## src/hdl/pfx_pkg.sv

```systemverilog
// Shared types and constants for the postfix expression evaluator.
// Beat payload structs, error codes, symbol codes, controller states, command/status bundles.
// No dependencies.
package pfx_pkg;

    typedef struct packed {
        logic [7:0]         symbol;
        logic signed [31:0] operand_value;
        logic               end_of_expression;
    } pfx_in_t;

    typedef struct packed {
        logic signed [31:0] result_value;
        logic [1:0]         status;
    } pfx_out_t;

    typedef enum logic [1:0] {
        ERR_NONE      = 2'd0,
        ERR_OVERFLOW  = 2'd1,
        ERR_UNDERFLOW = 2'd2,
        ERR_DIVZERO   = 2'd3
    } err_t;

    localparam logic [7:0] SYM_ZERO = 8'h30;
    localparam logic [7:0] SYM_NINE = 8'h39;
    localparam logic [7:0] SYM_ADD  = 8'h2B;
    localparam logic [7:0] SYM_SUB  = 8'h2D;
    localparam logic [7:0] SYM_MUL  = 8'h2A;
    localparam logic [7:0] SYM_DIV  = 8'h2F;
    localparam logic [7:0] SYM_MOD  = 8'h25;

    localparam int DIV_BITS = 32;
    localparam int DCNT_W   = $clog2(DIV_BITS);

    typedef enum logic [3:0] {
        ST_IDLE,
        ST_POP_B,
        ST_POP_A,
        ST_CAP_A,
        ST_EXEC,
        ST_DIV,
        ST_DIV_FIX,
        ST_PUSH,
        ST_FIN_POP,
        ST_FIN_CAP,
        ST_EMIT
    } state_t;

    typedef struct packed {
        logic load;
        logic pop;
        logic cap_b;
        logic cap_a;
        logic exec;
        logic div_start;
        logic div_step;
        logic div_fix;
        logic push;
        logic cap_fin;
        logic emit;
    } cmd_t;

    typedef struct packed {
        logic in_is_op;
        logic div_go;
        logic last;
        logic div_done;
        logic out_free;
    } stat_t;

endpackage

```

## src/hdl/pfx_ram.sv

```systemverilog
// Generic single-write, single-read RAM with registered read data.
// No dependencies.
module pfx_ram #(
    parameter int WIDTH = 32,
    parameter int DEPTH = 16,
    localparam int AW   = $clog2(DEPTH)
) (
    input  logic             clk,
    input  logic             we,
    input  logic [AW-1:0]    waddr,
    input  logic [WIDTH-1:0] wdata,
    input  logic             re,
    input  logic [AW-1:0]    raddr,
    output logic [WIDTH-1:0] rdata
);

    logic [WIDTH-1:0] mem [DEPTH];
    logic [WIDTH-1:0] rdata_reg;

    always_ff @(posedge clk) begin
        if (we) begin
            mem[waddr] <= wdata;
        end
        if (re) begin
            rdata_reg <= mem[raddr];
        end
    end

    assign rdata = rdata_reg;

endmodule

```

## src/hdl/pfx_datapath.sv

```systemverilog
// Datapath: operand stack (RAM), stack count, error latch, ALU, iterative divider, output register.
// Depends on pfx_pkg and pfx_ram.
module pfx_datapath #(
    parameter int STACK_DEPTH = 16,
    localparam int AW = $clog2(STACK_DEPTH),
    localparam int CW = $clog2(STACK_DEPTH + 1)
) (
    input  logic              aclk,
    input  logic              aresetn,
    input  pfx_pkg::pfx_in_t  s_data,
    input  pfx_pkg::cmd_t     cmd,
    output pfx_pkg::stat_t    stat,
    output logic              m_valid,
    input  logic              m_ready,
    output pfx_pkg::pfx_out_t m_data
);
    import pfx_pkg::*;

    logic [CW-1:0]     count_reg, count_next;
    err_t              err_reg, err_next;
    logic              m_valid_reg, m_valid_next;
    logic [7:0]        sym_reg;
    logic              last_reg;
    logic [31:0]       opa_reg, opb_reg, res_reg;
    logic              empty_reg;
    logic [31:0]       rem_reg, quo_reg, dvs_reg;
    logic [DCNT_W-1:0] dcnt_reg;
    logic              an_reg, bn_reg;
    pfx_out_t          out_reg;

    logic [31:0] rd_data;
    logic [31:0] pop_val;
    logic        full, empty, is_div;
    logic [CW-1:0] count_dec;
    logic [7:0]  dig;
    logic        in_digit, in_is_op;
    logic [31:0] alu_res;
    logic [32:0] shifted, diff;
    logic        ge;
    logic        note_en;
    err_t        note_code;

    assign full      = (count_reg == CW'(STACK_DEPTH));
    assign empty     = (count_reg == '0);
    assign count_dec = count_reg - 1'b1;
    assign pop_val   = empty_reg ? 32'hFFFF_FFFF : rd_data;
    assign is_div    = (sym_reg == SYM_DIV) || (sym_reg == SYM_MOD);

    assign dig      = s_data.symbol - SYM_ZERO;
    assign in_digit = (s_data.symbol >= SYM_ZERO) && (s_data.symbol <= SYM_NINE);
    assign in_is_op = (s_data.symbol == SYM_ADD) || (s_data.symbol == SYM_SUB) ||
                      (s_data.symbol == SYM_MUL) || (s_data.symbol == SYM_DIV) ||
                      (s_data.symbol == SYM_MOD);

    pfx_ram #(
        .WIDTH (32),
        .DEPTH (STACK_DEPTH)
    ) u_stack (
        .clk   (aclk),
        .we    (cmd.push && !full),
        .waddr (count_reg[AW-1:0]),
        .wdata (res_reg),
        .re    (cmd.pop && !empty),
        .raddr (count_dec[AW-1:0]),
        .rdata (rd_data)
    );

    always_comb begin
        case (sym_reg)
            SYM_ADD: alu_res = opa_reg + opb_reg;
            SYM_SUB: alu_res = opa_reg - opb_reg;
            SYM_MUL: alu_res = opa_reg * opb_reg;
            default: alu_res = '0;
        endcase
    end

    // restoring divider, one quotient bit per cycle
    assign shifted = {rem_reg, quo_reg[31]};
    assign diff    = shifted - {1'b0, dvs_reg};
    assign ge      = (shifted >= {1'b0, dvs_reg});

    always_comb begin
        note_en      = 1'b0;
        note_code    = ERR_NONE;
        count_next   = count_reg;
        err_next     = err_reg;
        m_valid_next = m_valid_reg;
        if (cmd.pop) begin
            if (empty) begin
                note_en   = 1'b1;
                note_code = ERR_UNDERFLOW;
            end else begin
                count_next = count_dec;
            end
        end
        if (cmd.exec && is_div) begin
            note_en   = 1'b1;
            note_code = ERR_DIVZERO;
        end
        if (cmd.push) begin
            if (full) begin
                note_en   = 1'b1;
                note_code = ERR_OVERFLOW;
            end else begin
                count_next = count_reg + 1'b1;
            end
        end
        if (note_en && err_reg == ERR_NONE) begin
            err_next = note_code;
        end
        if (m_ready) begin
            m_valid_next = 1'b0;
        end
        if (cmd.emit) begin
            count_next   = '0;
            err_next     = ERR_NONE;
            m_valid_next = 1'b1;
        end
    end

    always_ff @(posedge aclk) begin
        if (!aresetn) begin
            count_reg   <= '0;
            err_reg     <= ERR_NONE;
            m_valid_reg <= 1'b0;
        end else begin
            count_reg   <= count_next;
            err_reg     <= err_next;
            m_valid_reg <= m_valid_next;
        end
    end

    always_ff @(posedge aclk) begin
        if (cmd.load) begin
            sym_reg  <= s_data.symbol;
            last_reg <= s_data.end_of_expression;
            res_reg  <= in_digit ? {24'd0, dig} : s_data.operand_value;
        end
        if (cmd.pop) begin
            empty_reg <= empty;
        end
        if (cmd.cap_b) begin
            opb_reg <= pop_val;
        end
        if (cmd.cap_a) begin
            opa_reg <= pop_val;
        end
        if (cmd.exec) begin
            res_reg <= alu_res;
        end
        if (cmd.div_start) begin
            an_reg   <= opa_reg[31];
            bn_reg   <= opb_reg[31];
            rem_reg  <= '0;
            quo_reg  <= opa_reg[31] ? (32'd0 - opa_reg) : opa_reg;
            dvs_reg  <= opb_reg[31] ? (32'd0 - opb_reg) : opb_reg;
            dcnt_reg <= DCNT_W'(DIV_BITS - 1);
        end
        if (cmd.div_step) begin
            rem_reg  <= ge ? diff[31:0] : shifted[31:0];
            quo_reg  <= {quo_reg[30:0], ge};
            dcnt_reg <= dcnt_reg - 1'b1;
        end
        if (cmd.div_fix) begin
            if (sym_reg == SYM_MOD) begin
                res_reg <= an_reg ? (32'd0 - rem_reg) : rem_reg;
            end else begin
                res_reg <= (an_reg != bn_reg) ? (32'd0 - quo_reg) : quo_reg;
            end
        end
        if (cmd.cap_fin) begin
            res_reg <= pop_val;
        end
        if (cmd.emit) begin
            out_reg.result_value <= res_reg;
            out_reg.status       <= err_reg;
        end
    end

    assign stat.in_is_op = in_is_op;
    assign stat.div_go   = is_div && (opb_reg != '0);
    assign stat.last     = last_reg;
    assign stat.div_done = (dcnt_reg == '0);
    assign stat.out_free = !m_valid_reg || m_ready;

    assign m_valid = m_valid_reg;
    assign m_data  = out_reg;

    assert property (@(posedge aclk) disable iff (!aresetn)
        count_reg <= CW'(STACK_DEPTH))
        else $error("stack count beyond depth");

    assert property (@(posedge aclk) disable iff (!aresetn)
        cmd.emit |=> m_valid_reg && count_reg == '0 && err_reg == ERR_NONE)
        else $error("expression end did not clear state");

    assert property (@(posedge aclk) disable iff (!aresetn)
        cmd.push && full |=> err_reg != ERR_NONE)
        else $error("push to full stack left no error");

endmodule

```

## src/hdl/pfx_ctrl.sv

```systemverilog
// Controller FSM: sequences pops, ALU/divider, push and final pop/emit per beat.
// Depends on pfx_pkg.
module pfx_ctrl (
    input  logic           aclk,
    input  logic           aresetn,
    input  logic           s_valid,
    output logic           s_ready,
    input  pfx_pkg::stat_t stat,
    output pfx_pkg::cmd_t  cmd
);
    import pfx_pkg::*;

    state_t state_reg, state_next;

    always_ff @(posedge aclk) begin
        if (!aresetn) begin
            state_reg <= ST_IDLE;
        end else begin
            state_reg <= state_next;
        end
    end

    always_comb begin
        state_next = state_reg;
        cmd        = '0;
        s_ready    = 1'b0;
        case (state_reg)
            ST_IDLE: begin
                s_ready = 1'b1;
                if (s_valid) begin
                    cmd.load   = 1'b1;
                    state_next = stat.in_is_op ? ST_POP_B : ST_PUSH;
                end
            end
            ST_POP_B: begin
                cmd.pop    = 1'b1;
                state_next = ST_POP_A;
            end
            ST_POP_A: begin
                cmd.cap_b  = 1'b1;
                cmd.pop    = 1'b1;
                state_next = ST_CAP_A;
            end
            ST_CAP_A: begin
                cmd.cap_a  = 1'b1;
                state_next = ST_EXEC;
            end
            ST_EXEC: begin
                if (stat.div_go) begin
                    cmd.div_start = 1'b1;
                    state_next    = ST_DIV;
                end else begin
                    cmd.exec   = 1'b1;
                    state_next = ST_PUSH;
                end
            end
            ST_DIV: begin
                cmd.div_step = 1'b1;
                if (stat.div_done) begin
                    state_next = ST_DIV_FIX;
                end
            end
            ST_DIV_FIX: begin
                cmd.div_fix = 1'b1;
                state_next  = ST_PUSH;
            end
            ST_PUSH: begin
                cmd.push   = 1'b1;
                state_next = stat.last ? ST_FIN_POP : ST_IDLE;
            end
            ST_FIN_POP: begin
                cmd.pop    = 1'b1;
                state_next = ST_FIN_CAP;
            end
            ST_FIN_CAP: begin
                cmd.cap_fin = 1'b1;
                state_next  = ST_EMIT;
            end
            ST_EMIT: begin
                if (stat.out_free) begin
                    cmd.emit   = 1'b1;
                    state_next = ST_IDLE;
                end
            end
            default: begin
                state_next = ST_IDLE;
            end
        endcase
    end

    assert property (@(posedge aclk) disable iff (!aresetn)
        state_reg == ST_EMIT && !stat.out_free |=> state_reg == ST_EMIT)
        else $error("result emitted over an untaken beat");

    assert property (@(posedge aclk) disable iff (!aresetn)
        s_valid && s_ready && !stat.in_is_op |=> state_reg == ST_PUSH)
        else $error("non-operator beat did not go straight to push");

endmodule

```

## src/hdl/postfix_expression_evaluator_unit.sv

```systemverilog
// Top level of the postfix (RPN) expression evaluator with a bounded operand stack.
// Depends on pfx_pkg, pfx_ctrl, pfx_datapath (which holds pfx_ram).
//
//   channel | dir | handshake          | payload
//   s_      | in  | s_valid / s_ready  | s_data : pfx_in_t  (symbol, operand_value, end_of_expression)
//   m_      | out | m_valid / m_ready  | m_data : pfx_out_t (result_value, status)
//
// Digit or plain value: load, then push. Operator + - *, or / % by zero: load, pop B,
// pop A, capture A, execute, push. Operator / % by nonzero: the 32-step restoring divider
// and a sign fix replace execute. Last beat: final pop and emit via the output register.
// Stack RAM is not cleared after reset; the block accepts beats right out of reset.
// The emit step stalls while the output register still holds an untaken beat.
module postfix_expression_evaluator_unit #(
    parameter int STACK_DEPTH = 16
) (
    input  logic              aclk,
    input  logic              aresetn,
    input  logic              s_valid,
    output logic              s_ready,
    input  pfx_pkg::pfx_in_t  s_data,
    output logic              m_valid,
    input  logic              m_ready,
    output pfx_pkg::pfx_out_t m_data
);
    import pfx_pkg::*;

    cmd_t  cmd;
    stat_t stat;

    pfx_ctrl u_ctrl (
        .aclk    (aclk),
        .aresetn (aresetn),
        .s_valid (s_valid),
        .s_ready (s_ready),
        .stat    (stat),
        .cmd     (cmd)
    );

    pfx_datapath #(
        .STACK_DEPTH (STACK_DEPTH)
    ) u_datapath (
        .aclk    (aclk),
        .aresetn (aresetn),
        .s_data  (s_data),
        .cmd     (cmd),
        .stat    (stat),
        .m_valid (m_valid),
        .m_ready (m_ready),
        .m_data  (m_data)
    );

endmodule
```

## config.mk

```make
export PLATFORM = sky130hd
export DESIGN_NAME = postfix_expression_evaluator_unit
export DESIGN_NICKNAME = d
export VERILOG_FILES = /design/src/hdl/pfx_pkg.sv /design/src/hdl/pfx_ram.sv /design/src/hdl/pfx_datapath.sv /design/src/hdl/pfx_ctrl.sv /design/src/hdl/postfix_expression_evaluator_unit.sv
export SDC_FILE = /design/constraint.sdc
export NUM_CORES = 2
export LEC_CHECK = 0
export ABC_AREA = 0
export BUFFER_PORTS_ARGS = -buffer_cell sky130_fd_sc_hd__clkbuf_2
export CAP_MARGIN = 25
export CORE_MARGIN = 2
export CORE_UTILIZATION = 35
export CTS_CLUSTER_SIZE = 14
export DETAILED_ROUTE_END_ITERATION = 12
export GPL_TIMING_DRIVEN = 0
export SLEW_MARGIN = 10
export SYNTH_ARGS = -nofsm -noshare
export SYNTH_HDL_FRONTEND = slang
export SYNTH_HIERARCHICAL = 1
export SYNTH_SLANG_ARGS = --single-unit
export TNS_END_PERCENT = 100
```

## constraint.sdc

```tcl
create_clock -name aclk -period 7.05 [get_ports aclk]
set_input_delay 0 -clock aclk [delete_from_list [all_inputs] [get_ports aclk]]
set_output_delay 0 -clock aclk [all_outputs]
set_load 0.1 [all_outputs]
```

# == Word-level counts from Yosys, hierarchy flattened ==
# Memory sizes are Yosys's and may differ from the RTL's. A register that Yosys moved wholly into a read port is not among the register bits.
# Index checks and enable logic that the tools add are counted.
# op_classes
addsub,11
multipliers,1
n_lt_le_gt_ge,3
eq_ne,25
muxes,59
n_bitwise,1
n_reduce_logical,26
# op_table
op,count
32-bit two-way mux,15
"1-bit by 32-bit subtractor with 32-bit output, first input constant",4
32-bit one-hot mux with 3 select lines,1
"8-bit by 6-bit == test with 1-bit output, second input constant",10
32-bit subtractor,2
4-bit one-hot mux with 11 select lines,1
33-bit by 32-bit >= comparator with 1-bit output,1
32-bit adder,1
32-bit by 32-bit multiplier with 32-bit output,1
32-bit nonzero test,1
31-bit two-way mux,1
5-bit two-way mux,6
1-bit two-way mux,23
"4-bit by 3-bit == test with 1-bit output, second input constant",4
4-bit two-way mux,4
2-bit two-way mux,7
"4-bit == test, second input constant",3
5-bit zero test,2
"5-bit by 1-bit subtractor with 5-bit output, second input constant",2
"4-bit by 2-bit == test with 1-bit output, second input constant",2
"8-bit by 6-bit >= comparator with 1-bit output, second input constant",1
"8-bit by 6-bit less-or-equal comparator with 1-bit output, second input constant",1
"8-bit by 6-bit subtractor with 8-bit output, second input constant",1
1-bit logical AND,6
16 further kinds,26
# word_totals
ff_bits,255
ram_bits,512
inputBits,45
out_inout_bits,36
wordCells,146
mem_count,1
# memory_table
memory,words,width,read_ports,rd_clocked_by_memory_dff,wr,line,source
u_datapath.u_stack.mem,16,32,1,1,1,pfx_ram.sv:17,logic [WIDTH-1:0] mem [DEPTH];

# == Depth between registers and ports, before layout ==
# depth
ltp_word,10
mapped_depth,31
ltp_nobuf,29

# == By module ==
# The synthesis kept the hierarchy.
# by_module_without_submodules
mod,n_inst,cells_each,area_each_um2,seq_area_each_um2
pfx_datapath,1,3510,32545.0,7457.2
pfx_ram,1,838,20155.6,16335.7
pfx_ctrl,1,50,384.1,80.1

# == Worst setup path before layout ==
# No wires, ideal clock.
# synth_path
path_type,register to register
start,register u_datapath.opb_reg[6]
end,register u_datapath.res_reg[31] (data pin)
setup_ns,0.256
t_arrival_ns,7.270
slack_ns,-0.476
stages_incl_launch_ff,29
n_path_buf,2
synth_period_minus_slack_ns,7.526
path_cell_list,edfxtp_1 > clkbuf_1 > clkbuf_1 > and2_1 > fa_1 > fa_1 > fa_1 > inv_1 > fa_1 > inv_1 > fa_1 > inv_1 > fa_1 > inv_1 > fa_1 > inv_1 > fa_1 > inv_1 > ha_1 > o21ai_0 > o21bai_1 > a21o_1 > a21oi_1 > o221ai_1 > o41ai_1 > o21ai_0 > xnor2_1 > o221ai_1 > a22o_1
# synth_via
elab_chain_len,7
word_cells_on_any_way,11
# synth_rtl
item,line,source
start: declaration,pfx_datapath.sv:24,"logic [31:0] opa_reg, opb_reg, res_reg;"
start signal: assignment,pfx_datapath.sv:143,opb_reg <= pop_val;
branches (longest 4 deep; another with 32-bit by 32-bit multiplier with 32-bit output),-,
32-bit two-way mux *,pfx_datapath.sv:148,if (cmd.exec) begin
32-bit two-way mux *,pfx_datapath.sv:164,if (cmd.div_fix) begin
32-bit two-way mux *,pfx_datapath.sv:171,if (cmd.cap_fin) begin
end signal: assignment,pfx_datapath.sv:149,res_reg <= alu_res;
end signal: assignment,pfx_datapath.sv:166,res_reg <= an_reg ? (32'd0 - rem_reg) : rem_reg;
end signal: assignment,pfx_datapath.sv:172,res_reg <= pop_val;
end: declaration,pfx_datapath.sv:24,
# Mark *: on every way between the ends.
# A chain may end at the register's enable or synchronous reset.

# == Final worst setup path ==
# layout_path
start,register u_datapath.opb_reg[7]
end,register u_datapath.res_reg[30] (data pin)
# Same word-level chain as after synthesis.

==> flow_summary.json <==
{
  "grt_pass1_vias": 37000,
  "vias_per_cell": 5.44,
  "gp_congestion": 1.02,
  "grt_antenna_before_repair": 8,
  "critPathCaptureType": "register",
  "fmaxAchievable_ghz": 0.127,
  "largest_reg_flops": 512,
  "grt_usage_pct": 23.3,
  "yosysTopAreaCell": "edfxtp_1",
  "grt_max_degree": 52,
  "die_h_um": 393,
  "drc": 0,
  "finalWorstPathRequiredPeriod_ps": 7890,
  "place_area_um2": 57100,
  "worstMarginPinSlew_ps": 1210,
  "yosysTopAreaCellShare_pct": 44.5,
  "mostFrequentLayoutCells": "787 x edfxtp_1, 473 x inv_1, 453 x nand2_1",
  "synth_nets": 5050,
  "wl_per_cell_um": 26.7,
  "drtAntennaViolNets": 0,
  "cts_tree": "built",
  "cts_root_buf": "clkbuf_16",
  "io_pins": 81,
  "hold_depth": 4,
  "grt_pass1_wl_mm": 263,
  "io_buffer_count": 80,
  "r2r-start": "u_datapath/opb_reg[7]",
  "reg2regPathDepth": 29,
  "cp_common_cell": "fa_1",
  "fillCellCount": 14100,
  "crit_path_max_fanout": 5,
  "max-slew-margin-rel_pct": 19.5,
  "yosys-top-cells-area": "edfxtp_1 45%, fa_1 15%, mux4_2 5.4%",
  "synthCells": 4398,
  "drtIter0Drc": 3968,
  "hpwl_mm": 137,
  "hold_start": "s_data[28]",
  "layout-drive-gt1-share_pct": 17.1,
  "crit_type": "register to register",
  "hp-class": "input pin to register",
  "ys_warn_count": 6,
  "layout-area-overhead-vs-synth_pct": 17.2,
  "core_um2": 150000,
  "rsz0062_at_grt": "yes",
  "synth_top_flop_cell": "edfxtp_1",
  "cts.sinks": 799,
  "cpMaxStageDelayCell": "fa_1",
  "synth_cell_types": 80,
  "fin_crit_sh_pct": 112,
  "htreeDepth": 3,
  "worst_path_largest_cell_delay_ps": 560,
  "num_rows": 142,
  "ys_ff_latch": 799,
  "hold_violations": 0,
  "avgSynthCellArea_um2": 12.1,
  "cts_buffers": 78,
  "clock_path_buffers": 3,
  "critical_path_arrival_ps": 8360,
  "crit_start": "u_datapath/opb_reg[7]",
  "async_flop_share_pct": 0,
  "dieArea_um2": 155000,
  "hold_ws_ps": 24.0,
  "initial_core_util_pct": 35.4,
  "setup_viol": 20,
  "postLayoutCellArea_um2": 62200,
  "finClkSkew_ps": 21.5,
  "ys_seq_area_share_pct": 45.0,
  "status": "complete, but fails checks",
  "die_width_um": 393,
  "routed_wl_mm": 182,
  "startpoint_type": "register",
  "report.final.slew_viol_count": 0,
  "top_register": "u_datapath/u_stack/mem",
  "grt_overflow": 0,
  "final_common_cell": "edfxtp_1",
  "layout_setup_ws_ps": -840,
  "synth_edf_count": 787,
  "vias": 36900,
  "clock_latency_ps": 660,
  "drtPass1Iterations": 6,
  "maxCapViolCount": 0,
  "path_clk_slew_ps": 70,
  "cp.required_ps": 7520,
  "violations": "negative setup slack",
  "nets": 5372,
  "netlist_area_um2": 53100
}
-- Yosys cell counts, types with 22 or more instances --
master    number
a21o_1        40
or2_2         41
or4_1         22
fa_1         410
a21oi_1      137
o31ai_1       40
ha_1         197
mux4_2       128
xor2_1       131
clkbuf_1     204
and2_1       341
a22oi_1       66
a211oi_1      30
nand2_1      456
nor3_1        41
xnor2_1      158
nand3_1       26
nand2b_1      28
inv_1        485
o21ai_0      165
nor2_1       127
edfxtp_1     787
-- worst max-delay path: cells and delay by family (launching register included) --
kind	cells	cell delay, ps
fa+ha+maj	9	4200
compound gates	9	1910
buf+inv	8	640
flops	1	500
simple gates	3	440
-- layer usage --
metal	track usage, %	vias up	part of all wire [%]	wire length, um
li1	-	15900	-	-
met1	32.0	19000	41	75200
met2	36.7	1702	46	82800
met3	4.14	352	8.5	15400
met4	8.82	10	4.4	8080
met5	0	-	0.038	69
-- layout make-up --
type                            count  area [um2]  area share (%)
Multi-Input combinational cell   2864       27800            44.6
Sequential cell                   799       23900            38.4
Tap cell                         2016        2520            4.05
Timing Repair Buffer              254        2170            3.49
Clock buffer                       98        2060            3.31
Inverter                          485        1820            2.93
Buffer                            238        1580            2.54
Clock inverter                     33         410           0.660
Antenna cell                        3        7.51          0.0121
-- timing repair --
action | in CTS | in global routing
resized for setup | 351 | 44
setup buffers | 88 | 15
pin swaps | 107 | 50
endpoints found under the setup margin | 65 | 26
hold endpoints to repair | 24 | 0
hold buffers | 15 | 0
-- per-stage QoR --
step	setup TNS (ps)	util (%)	setup WS, ps	std cells
3_5_place_dp	-64410	38.0	-2610	6551
5_1_grt	-13970	41.4	-1000	6787
3_3_place_gp	-365600	37.4	-3770	6494
2_1_floorplan	-120	-	-86.1	4398
6_report	-11190	41.4	-840	6790
4_1_cts	-9720	41.3	-871	6772
-- kinds of logic after synthesis --
kind of cell | Yosys count | share of synthesized area (%)
xor gates and xnor gates | 289 | 4.77
adders and majority gates | 607 | 20.1
AOI/OAI and AO/OA | 647 | 7.92
muxes | 138 | 5.62
buffers and inverters | 735 | 5.36
DFF | 799 | 45.0
and+or+nand+nor | 1183 | 11.3
-- worst paths after layout --
check	end	slack, ps
hold / removal	u_datapath/res_reg[27]	20
setup reg to reg	u_datapath/res_reg[30]	-840
setup / recovery	u_datapath/res_reg[30]	-840
hold reg to reg	u_datapath/bn_reg	470
Power is not shown: default switching activity piles up to over one toggle a cycle in this logic, so the estimate is an artifact.
